==> src/rtl/core/nfassim_pkg.sv <==
// Shared types, codes and defaults for the NFA state-set simulator.
`default_nettype none

package nfassim_pkg;

  localparam int DEF_MAX_STATES  = 16;
  localparam int DEF_MAX_SYMBOLS = 8;

  // Fixed field widths of the streaming payload.
  localparam int CMD_W    = 2;
  localparam int SRC_W    = 4;
  localparam int SYM_W    = 3;
  localparam int TARGET_W = 16;
  localparam int CHAR_W   = 8;
  localparam int SET_W    = 16;
  localparam int STATUS_W = 3;
  localparam int IN_DATA_W  = 32;
  localparam int OUT_DATA_W = 16;

  // Configuration register indexes.
  localparam int CFG_IDX_W = 2;
  localparam logic [CFG_IDX_W-1:0] CFG_STATE_COUNT  = 2'd0;
  localparam logic [CFG_IDX_W-1:0] CFG_SYMBOL_COUNT = 2'd1;
  localparam logic [CFG_IDX_W-1:0] CFG_ALPHABET     = 2'd2;
  localparam logic [CFG_IDX_W-1:0] CFG_FINAL_MASK   = 2'd3;
  localparam int CFG_DATA_W = 64;

  // Commands.
  localparam logic [CMD_W-1:0] CMD_LOAD   = 2'd0;
  localparam logic [CMD_W-1:0] CMD_START  = 2'd1;
  localparam logic [CMD_W-1:0] CMD_SYMBOL = 2'd2;
  localparam logic [CMD_W-1:0] CMD_FINISH = 2'd3;

  // Result status codes.
  localparam logic [STATUS_W-1:0] ST_ACK      = 3'd0;
  localparam logic [STATUS_W-1:0] ST_STEPPED  = 3'd1;
  localparam logic [STATUS_W-1:0] ST_ACCEPTED = 3'd2;
  localparam logic [STATUS_W-1:0] ST_REJECTED = 3'd3;
  localparam logic [STATUS_W-1:0] ST_UNKNOWN  = 3'd4;
  localparam logic [STATUS_W-1:0] ST_INVALID  = 3'd5;

  // Transition row write broadcast to every cell.
  typedef struct packed {
    logic                en;
    logic [SRC_W-1:0]    src;
    logic [SYM_W-1:0]    sym;
    logic [TARGET_W-1:0] target;
  } row_wr_t;

endpackage

`default_nettype wire

==> src/rtl/core/nfassim_cell.sv <==
// One state cell: holds the transition rows of its state and ORs them into the chain.
`default_nettype none

module nfassim_cell
  import nfassim_pkg::*;
#(
  parameter int MAX_STATES  = DEF_MAX_STATES,
  parameter int MAX_SYMBOLS = DEF_MAX_SYMBOLS,
  parameter int CELL_ID     = 0
) (
  input  wire logic                  clk,
  input  wire logic                  rst_n,
  input  wire row_wr_t               wr,
  input  wire logic [SYM_W-1:0]      sel,
  input  wire logic                  active,
  input  wire logic [MAX_STATES-1:0] acc_in,
  output logic      [MAX_STATES-1:0] acc_out
);

  localparam int SW = (MAX_SYMBOLS > 1) ? $clog2(MAX_SYMBOLS) : 1;

  logic [MAX_STATES-1:0] rows_r [MAX_SYMBOLS];
  logic [MAX_STATES-1:0] acc_r;
  logic [MAX_STATES-1:0] wr_row;
  logic                  wr_hit;

  // Targets are cut or zero-extended to the states the table can hold.
  for (genvar b = 0; b < MAX_STATES; b++) begin : g_row
    if (b < TARGET_W) begin : g_in
      assign wr_row[b] = wr.target[b];
    end else begin : g_zero
      assign wr_row[b] = 1'b0;
    end
  end

  assign wr_hit = wr.en && (int'(wr.src) == CELL_ID) && (int'(wr.sym) < MAX_SYMBOLS);

  always_ff @(posedge clk) begin
    if (!rst_n) begin
      for (int k = 0; k < MAX_SYMBOLS; k++) begin
        rows_r[k] <= '0;
      end
    end else if (wr_hit) begin
      rows_r[wr.sym[SW-1:0]] <= wr_row;
    end
  end

  // The partial OR moves one cell further down the chain every cycle.
  always_ff @(posedge clk) begin
    acc_r <= acc_in | (active ? rows_r[sel[SW-1:0]] : '0);
  end

  assign acc_out = acc_r;

endmodule

`default_nettype wire

==> src/rtl/core/nfa_state_set_simulator_unit.sv <==
// Top level of the NFA state-set simulator: command handling, configuration and cell chain.
`default_nettype none

// Runs a nondeterministic automaton over a character stream, one command per
// input transfer and one result transfer per command. Load, start and finish
// commands and symbols that hit the error path go from the accepted transfer
// to the result state and back to idle before the next transfer is taken; a
// stepping symbol first sweeps the row of state cells, through which the next
// active set is ORed one cell per cycle. Results wait in an output register, so
// a stalled result side holds the block only once that register is full.
// Configuration writes are always taken and act in the next cycle.
module nfa_state_set_simulator_unit
  import nfassim_pkg::*;
#(
  parameter int MAX_STATES  = DEF_MAX_STATES,
  parameter int MAX_SYMBOLS = DEF_MAX_SYMBOLS
) (
  input  wire logic                  clk,
  input  wire logic                  rst_n,
  // Input channel.
  input  wire logic                  in_tvalid,
  output logic                       in_tready,
  // in_tdata, low bit up: src_state[3:0], sym_index[6:4], target_mask[22:7],
  // character[30:23], zero fill[31].
  input  wire logic [IN_DATA_W-1:0]  in_tdata,
  input  wire logic [CMD_W-1:0]      in_tuser,   // cmd
  // Result channel.
  output logic                       out_tvalid,
  input  wire logic                  out_tready,
  output logic [OUT_DATA_W-1:0]      out_tdata,  // active_set
  output logic [STATUS_W-1:0]        out_tuser,  // status
  // Configuration write channel.
  input  wire logic                  cfg_valid,
  output logic                       cfg_ready,
  input  wire logic [CFG_IDX_W-1:0]  cfg_index,
  input  wire logic [CFG_DATA_W-1:0] cfg_data
);

  localparam int CNT_W = $clog2(MAX_STATES + 1);

  localparam logic [1:0] S_IDLE  = 2'd0;
  localparam logic [1:0] S_SWEEP = 2'd1;
  localparam logic [1:0] S_DONE  = 2'd2;

  // Configuration registers.
  logic [4:0]            state_count_r;
  logic [3:0]            symbol_count_r;
  logic [63:0]           alphabet_r;
  logic [15:0]           final_mask_r;

  logic [1:0]            state_r, state_nxt;
  logic [CNT_W-1:0]      cnt_r, cnt_nxt;
  logic [MAX_STATES-1:0] active_r, active_nxt;
  logic                  err_r, err_nxt;
  logic [SYM_W-1:0]      sel_r, sel_nxt;
  logic [STATUS_W-1:0]   pend_status_r, pend_status_nxt;

  logic                  out_valid_r;
  logic [OUT_DATA_W-1:0] out_set_r;
  logic [STATUS_W-1:0]   out_status_r;

  logic                  in_fire;
  logic [CMD_W-1:0]      cmd;
  logic [CHAR_W-1:0]     in_char;
  row_wr_t               wr;

  logic [MAX_STATES-1:0] use_mask;
  logic [MAX_STATES-1:0] final_ext;
  logic [OUT_DATA_W-1:0] set_low;
  logic                  sym_found;
  logic [SYM_W-1:0]      sym_idx;
  logic                  out_load;

  logic [MAX_STATES-1:0] chain [MAX_STATES+1];

  assign cfg_ready = 1'b1;

  always_ff @(posedge clk) begin
    if (!rst_n) begin
      state_count_r  <= 5'd16;
      symbol_count_r <= 4'd8;
      alphabet_r     <= '0;
      final_mask_r   <= '0;
    end else if (cfg_valid) begin
      case (cfg_index)
        CFG_STATE_COUNT:  state_count_r  <= cfg_data[4:0];
        CFG_SYMBOL_COUNT: symbol_count_r <= cfg_data[3:0];
        CFG_ALPHABET:     alphabet_r     <= cfg_data;
        CFG_FINAL_MASK:   final_mask_r   <= cfg_data[15:0];
        default: ;
      endcase
    end
  end

  assign in_tready = (state_r == S_IDLE);
  assign in_fire   = in_tvalid && in_tready;
  assign cmd       = in_tuser;
  assign in_char   = in_tdata[30:23];

  assign wr.en     = in_fire && (cmd == CMD_LOAD);
  assign wr.src    = in_tdata[3:0];
  assign wr.sym    = in_tdata[6:4];
  assign wr.target = in_tdata[22:7];

  // States in use, with the count saturated to 1..MAX_STATES.
  always_comb begin
    int n;
    n = int'(state_count_r);
    if (n < 1) n = 1;
    if (n > MAX_STATES) n = MAX_STATES;
    for (int b = 0; b < MAX_STATES; b++) begin
      use_mask[b] = (b < n);
    end
  end

  for (genvar b = 0; b < MAX_STATES; b++) begin : g_final
    if (b < 16) begin : g_in
      assign final_ext[b] = final_mask_r[b];
    end else begin : g_zero
      assign final_ext[b] = 1'b0;
    end
  end

  for (genvar b = 0; b < OUT_DATA_W; b++) begin : g_set
    if (b < MAX_STATES) begin : g_in
      assign set_low[b] = active_r[b];
    end else begin : g_zero
      assign set_low[b] = 1'b0;
    end
  end

  // Alphabet lookup; scanning downward lets the lowest matching index win.
  always_comb begin
    int m;
    m = int'(symbol_count_r);
    if (m < 1) m = 1;
    if (m > MAX_SYMBOLS) m = MAX_SYMBOLS;
    sym_found = 1'b0;
    sym_idx   = '0;
    for (int k = MAX_SYMBOLS - 1; k >= 0; k--) begin
      if (k < m && alphabet_r[8*k +: 8] == in_char) begin
        sym_found = 1'b1;
        sym_idx   = SYM_W'(k);
      end
    end
  end

  // Cell chain.
  assign chain[0] = '0;
  for (genvar i = 0; i < MAX_STATES; i++) begin : g_cell
    nfassim_cell #(
      .MAX_STATES  (MAX_STATES),
      .MAX_SYMBOLS (MAX_SYMBOLS),
      .CELL_ID     (i)
    ) u_cell (
      .clk     (clk),
      .rst_n   (rst_n),
      .wr      (wr),
      .sel     (sel_r),
      .active  (active_r[i] & use_mask[i]),
      .acc_in  (chain[i]),
      .acc_out (chain[i+1])
    );
  end

  assign out_load = (state_r == S_DONE) && (!out_valid_r || out_tready);

  always_comb begin
    state_nxt       = state_r;
    cnt_nxt         = cnt_r;
    active_nxt      = active_r;
    err_nxt         = err_r;
    sel_nxt         = sel_r;
    pend_status_nxt = pend_status_r;
    case (state_r)
      S_IDLE: begin
        if (in_fire) begin
          state_nxt       = S_DONE;
          pend_status_nxt = ST_ACK;
          case (cmd)
            CMD_LOAD: ;
            CMD_START: begin
              active_nxt = MAX_STATES'(1);
              err_nxt    = 1'b0;
            end
            CMD_SYMBOL: begin
              pend_status_nxt = ST_UNKNOWN;
              if (!err_r) begin
                if (!sym_found) begin
                  err_nxt = 1'b1;
                end else begin
                  sel_nxt   = sym_idx;
                  cnt_nxt   = '0;
                  state_nxt = S_SWEEP;
                end
              end
            end
            CMD_FINISH: begin
              if (err_r) begin
                pend_status_nxt = ST_INVALID;
              end else if ((active_r & final_ext & use_mask) != '0) begin
                pend_status_nxt = ST_ACCEPTED;
              end else begin
                pend_status_nxt = ST_REJECTED;
              end
            end
            default: ;
          endcase
        end
      end
      S_SWEEP: begin
        // The last cell holds the full OR once every cell has been passed.
        if (cnt_r == CNT_W'(MAX_STATES)) begin
          active_nxt      = chain[MAX_STATES] & use_mask;
          pend_status_nxt = ST_STEPPED;
          state_nxt       = S_DONE;
        end else begin
          cnt_nxt = cnt_r + 1'b1;
        end
      end
      S_DONE: begin
        if (out_load) begin
          state_nxt = S_IDLE;
        end
      end
      default: state_nxt = S_IDLE;
    endcase
  end

  always_ff @(posedge clk) begin
    if (!rst_n) begin
      state_r     <= S_IDLE;
      cnt_r       <= '0;
      active_r    <= MAX_STATES'(1);
      err_r       <= 1'b0;
      out_valid_r <= 1'b0;
    end else begin
      state_r  <= state_nxt;
      cnt_r    <= cnt_nxt;
      active_r <= active_nxt;
      err_r    <= err_nxt;
      if (out_load) begin
        out_valid_r <= 1'b1;
      end else if (out_tready) begin
        out_valid_r <= 1'b0;
      end
    end
  end

  always_ff @(posedge clk) begin
    sel_r         <= sel_nxt;
    pend_status_r <= pend_status_nxt;
    if (out_load) begin
      out_set_r    <= set_low;
      out_status_r <= pend_status_r;
    end
  end

  assign out_tvalid = out_valid_r;
  assign out_tdata  = out_set_r;
  assign out_tuser  = out_status_r;

endmodule

`default_nettype wire

==> config.mk <==
export PLATFORM = sky130hd
export DESIGN_NAME = nfa_state_set_simulator_unit
export DESIGN_NICKNAME = d
export VERILOG_FILES = /design/src/rtl/core/nfassim_pkg.sv /design/src/rtl/core/nfassim_cell.sv /design/src/rtl/core/nfa_state_set_simulator_unit.sv
export SDC_FILE = /design/constraint.sdc
export NUM_CORES = 2
export LEC_CHECK = 0
export ABC_AREA = 0
export BUFFER_PORTS_ARGS = -buffer_cell sky130_fd_sc_hd__buf_4
export CAP_MARGIN = 40
export CORE_UTILIZATION = 30
export CTS_BUF_LIST = sky130_fd_sc_hd__clkbuf_16
export DETAILED_ROUTE_END_ITERATION = 6
export SYNTH_ARGS = -nofsm -noshare
export SYNTH_HDL_FRONTEND = slang
export SYNTH_SLANG_ARGS = --single-unit
==> constraint.sdc <==
create_clock -name clk -period 5 [get_ports clk]
set_input_delay 0.75 -clock clk [delete_from_list [all_inputs] [get_ports clk]]
set_output_delay 0.75 -clock clk [all_outputs]
set_load 0.05 [all_outputs]
* After elaboration in Yosys (flattened, before gate mapping)
Memory sizes are Yosys's and may differ from the RTL's. A register that Yosys moved wholly into a read port is not among the register bits.
Cells that the tools add are included.
** Operators by class
- Add/subtract/negate cells :: 1
- Order comparisons :: 28
- Eq/ne operators :: 40
- Mux-type cells :: 159
- Bitwise gates (word level) :: 35
- Reduce and logical (&&, ||, !) cells :: 66
** Operators with widths (count)
- $mux W16 :: 34
- $lt A4 B32 Y1 const A :: 8
- $lt A5 B32 Y1 const A :: 8
- $reduce_or A16 Y1 :: 16
- $or A16 B16 Y16 :: 15
- $lt A3 B32 Y1 const A :: 4
- $mux W1 :: 79
- $mux W3 :: 23
- $eq A8 B8 Y1 :: 8
- $lt A1 B32 Y1 const A :: 2
- $lt A2 B32 Y1 const A :: 2
- $mux W32 :: 2
- $and A16 B16 Y16 :: 3
- $eq A4 B4 Y1 const B :: 8
- $gt A32 B5 Y1 const B :: 1
- $gt A32 B6 Y1 const B :: 1
- $pmux W16 S2 :: 1
- $mux W5 :: 6
- $logic_and A1 B1 Y1 :: 27
- $and A1 B1 Y1 :: 16
- $eq A4 B3 Y1 const B :: 4
- $mux W2 :: 8
- $reduce_bool A16 Y1 :: 1
- $pmux W3 S2 :: 2
- other kinds (27) :: 50
** Storage, ports and cells
- Flip-flop bits (word level) :: 379
- RAM bits :: 2048
- Input port bits :: 105
- Output and inout bits :: 22
- Word-level logic and storage cells :: 375
- Memories :: 16
** Memories
- g_cell[0].u_cell.rows_r :: depth 8, width 16, rd ports 1, clocked after Yosys merged registers in 1, wr ports 8, line nfassim_cell.sv:22 : logic [MAX_STATES-1:0] rows_r [MAX_SYMBOLS];
- g_cell[10].u_cell.rows_r :: depth 8, width 16, rd ports 1, clocked after Yosys merged registers in 0, wr ports 8, line nfassim_cell.sv:22
- g_cell[11].u_cell.rows_r :: depth 8, width 16, rd ports 1, clocked after Yosys merged registers in 0, wr ports 8, line nfassim_cell.sv:22
- g_cell[12].u_cell.rows_r :: depth 8, width 16, rd ports 1, clocked after Yosys merged registers in 0, wr ports 8, line nfassim_cell.sv:22
- g_cell[13].u_cell.rows_r :: depth 8, width 16, rd ports 1, clocked after Yosys merged registers in 0, wr ports 8, line nfassim_cell.sv:22
- g_cell[14].u_cell.rows_r :: depth 8, width 16, rd ports 1, clocked after Yosys merged registers in 0, wr ports 8, line nfassim_cell.sv:22
- +10 memories

* Longest topological paths before layout
- Depth after elaboration :: 19
- Gate-level depth with buffers :: 10

* Hierarchy
From an unflattened synthesis, not the netlist that was laid out.
** Unflattened totals
- Cells, all modules :: 7946
- Area, all modules :: 103727.0 sq um
** By module, submodules not included
- nfassim_cell (g_cell[10].u_cell ...) :: instances 6, cells an instance 451, area an instance 6063.3 sq um, sequential area each 4164.0 sq um
- nfassim_cell (g_cell[1].u_cell ...) :: instances 4, cells an instance 450, area an instance 6098.3 sq um, sequential area each 4164.0 sq um
- nfassim_cell (g_cell[11].u_cell ...) :: instances 4, cells an instance 451, area an instance 6055.8 sq um, sequential area each 4164.0 sq um
- nfa_state_set_simulator_unit :: instances 1, cells an instance 735, area an instance 6570.1 sq um, sequential area each 3032.9 sq um
- nfassim_cell (g_cell[0].u_cell) :: instances 1, cells an instance 450, area an instance 6095.8 sq um, sequential area each 4164.0 sq um
- nfassim_cell (g_cell[15].u_cell) :: instances 1, cells an instance 451, area an instance 6064.6 sq um, sequential area each 4164.0 sq um

* Least setup slack after synthesis
OpenSTA, ideal clock, no wires.
- Kind :: input -> register
- From :: input in_tuser[0]
- To :: memory g_cell[0].u_cell.rows_r[0][0] (netlist bit), enable pin
- Library setup time :: 0.411 ns
- Arrival time :: 3.126 ns
- Data required time :: 4.589 ns
- Slack :: 1.463 ns
- Stages :: 7
- Path buffers :: 1
- Path through :: inv_1 > ha_1 > and4bb_2 > nor3b_1 > nand2_1 > clkbuf_1 > o21ai_0
** RTL lines
- from (decl) :: line nfa_state_set_simulator_unit.sv:26 : input wire logic [CMD_W-1:0] in_tuser,
- to (decl) :: line nfassim_cell.sv:22

==> results.cfg <==
[grt]
grt_pass1_wl_mm = 400
grt_antenna_before_repair = 18
grt_max_degree = 111
grt_util_all_layers_pct = 15.3
grt_overflow = 0
grt_pass1_vias = 59100

[yosys]
synth-seq-area-share_pct = 66.2
ys.flop_type = edfxtp_1
synth_area_per_cell_um2 = 15.1
post-synth-top-area-cell = edfxtp_1
async_flop_share_pct = 0
synth_edf_count = 2073
yosysWarningCount = 0
ys_seq_elements = 2443
synthCells = 6963
synthTopCellsByArea = edfxtp_1 59%, and2_1 12%, mux4_2 11%
synthDistinctLibCells = 53
synth_area_mm2 = 0.105
synth_fp_nets = 7074
synth_top_area_share_pct = 59.1

[timing]
finalCritPeriodShare_pct = 62.7
setup-violations-final = 0
max-slew-margin-rel_pct = 33.1
period_needed_ns = 3.13
fmax_mhz = 319
holdWs_ns = 0.134
fin_tns_setup_ns = 0
drv_slew = 0
finClkSkew_ns = 0.0583
final_hold_viol_count = 0
tightestPinTransition_ns = 1.00
rsz0062_at_grt = no

[route]
vias_per_cell = 4.79
antenna_left = 0
drt-total-wl_mm = 274
drt_iter0_markers = 5249
firstDrtPassIters = 7
wire_per_inst_um = 22.9
vias = 57300
drc = 0

[setup_path]
arrival_ns = 3.89
crit_required_ns = 5.75
crit_family = simple AND/OR/NAND/NOR gates
critPathKind = flop to flop
worst_setup_path_end_kind = flop
crit_chain = and4bb_2 -> and3_1 -> nand2_1 -> nor2_1 -> buf_4 -> and2_1
worst_path_largest_cell_delay_ns = 0.78
cpMaxStageDelayCell = nor2_1
path_buf_inv = 1
cp_max_fo = 16
cp-start-kind = flop

[cells_and_area]
final_util_pct = 34.8
drive_gt1_share_pct = 19.1
fill_cells = 33000
areaGrowthSynthToFinish_pct = 15.4
nets = 7265
final_cells = 12000
fin_area_mm2 = 0.122

[clock_tree]
cts_setup_buffers = 0
ctsResizeCount = 0
cts_buffers = 278
cts_tree = yes
cts_buffer_depth = 4
cts_root_buf = clkbuf_16
cts.sinks = 2443
clock_latency_ns = 0.92
cts_hold_buf = 0
htree_levels = 5
cts.clk_slew.worst_paths_ns = 0.06

[die]
fp.dieArea_mm2 = 0.353
pin_count = 127
num_rows = 217
dieHeight_um = 594
dieWidth_um = 594
start_util_pct = 30.1
coreArea_mm2 = 0.349

[job]
max-cap-violations = 0

[power]
pwr_density_cell_mw_per_mm2 = 357
p_leak_nw = 42.7
vdd_ir_drop_max_uv = 411

[placement]
dp_hpwl_mm = 169
place_inst = 11500
place_area_mm2 = 0.113
gp_congestion = 0.808
place.port_buffers = 124

[min_path]
hold_class = input port to flop

[run_status]
status = completed
[state kept, by name (all words and copies together), names as in the netlist]
| register | count |
|---|---|
| g_cell.u_cell.rows_r | 2048 |
| out_tdata | 16 |
| pend_status_r | 3 |
| cnt_r | 5 |
| state_count_r | 5 |
| out_tuser | 3 |
| active_r | 16 |
| state_r | 2 |
| final_ext | 16 |
| g_cell.u_cell.acc_out | 256 |
| symbol_count_r | 4 |
| sel_r | 3 |
| err_r | 1 |
| out_tvalid | 1 |
| alphabet_r | 64 |
[kinds of logic (layout without fill, tap and decap cells)]
family                   after synthesis  after routing  share of synthesized area [%]
XOR/XNOR                              68             68                          0.566
other                                  1              8                        0.00356
AO/OA/AOI/OAI                        503            503                           3.25
buffers and inverters                635           1023                           2.29
adder cells (fa/ha/maj)                6              6                         0.0713
AND/OR/NAND/NOR                     2529           2529                           14.2
multiplexers                         778            778                           13.5
flip-flops                          2443           2443                           66.2
[path summary, 6_finish.rpt]
path                                                            from                                            end  slack, ns  depth (start not counted)
worst max register to register               state_r[1]$_SDFFE_PN0P_  g_cell[11].u_cell.rows_r[1][12]$_SDFFCE_PN0P_       1.87                          6
worst max-delay path                         state_r[1]$_SDFFE_PN0P_  g_cell[11].u_cell.rows_r[1][12]$_SDFFCE_PN0P_       1.87                          6
worst min register to register  g_cell[12].u_cell.acc_out[6]$_DFF_P_           g_cell[13].u_cell.acc_out[6]$_DFF_P_       0.41                          1
worst min-delay path                                    cfg_data[27]                    alphabet_r[27]$_SDFFE_PN0P_       0.13                          3
[placed cells by master, fill, tap and decap left out, drive strengths merged, types with 39 or more instances in the layout]
cell,n
a21boi,84
and2,2051
buf,527
clkbuf,285
clkinv,90
dfxtp,370
edfxtp,2073
inv,105
mux2i,266
mux4,512
nand2,218
nor2,145
nor2b,39
o21ai,143
o21bai,241
[routing by layer]
layer,track usage [%],part of all wire (%)
met2,25.8,49
met5,0,0.014
met1,19.8,41
met3,2.55,6.4
met4,5.10,3.3
[metrics by stage]
step           power [mW]  worst slack (ns)
2_1_floorplan        24.2              1.46
3_3_place_gp         25.0              1.16
3_5_place_dp         25.1              1.17
4_1_cts              43.8              1.86
5_1_grt              44.7              1.63
6_report             43.4              1.87
[power breakdown]
group | internal [mW] | switching, mW | total (mW)
sequential | 22.7 | 0.216 | 22.9
clock | 10.8 | 7.93 | 18.8
combinational | 0.543 | 1.16 | 1.70
[layout make-up]
class	instances	area (um^2)	area share, %
flip-flops and latches	2443	69700	57.3
repair buffers	528	4530	3.73
multi-input cells	3885	33300	27.4
well taps	4599	5750	4.73
clock inverters	193	1140	0.942
inverters	18	67.6	0.0556
diodes	7	17.5	0.0144
clock buffers	284	7110	5.85
[worst register-to-register path: stages, from the launching register on]
cell      delay, ns
dfxtp_1        0.36
and4bb_2       0.58
and3_1         0.39
nand2_1        0.46
nor2_1         0.79
buf_4          0.29
and2_1         0.14
[synthesized netlist by cell type, drive strengths merged (2+ instances only)]
master and number:
nor2 145, or3 4, dfxtp 370, and4bb 2, nor3b 4, buf 103
or4 2, a32oi 11, o21ai 143, xnor2 31, mux2i 266, a21oi 7
or3b 2, and2 2051, nand3b 6, ha 6, mux4 512, o21bai 241
a21boi 84, nand2b 10, inv 18, o22ai 3, o2111ai 2, and3 8
xor2 37, edfxtp 2073, nand4 10, nand2 218, nor2b 39, nor3 5
nand3 9, nor4 10, a31oi 4, clkbuf 514
Note: power is estimated with default switching activity, not from simulation.
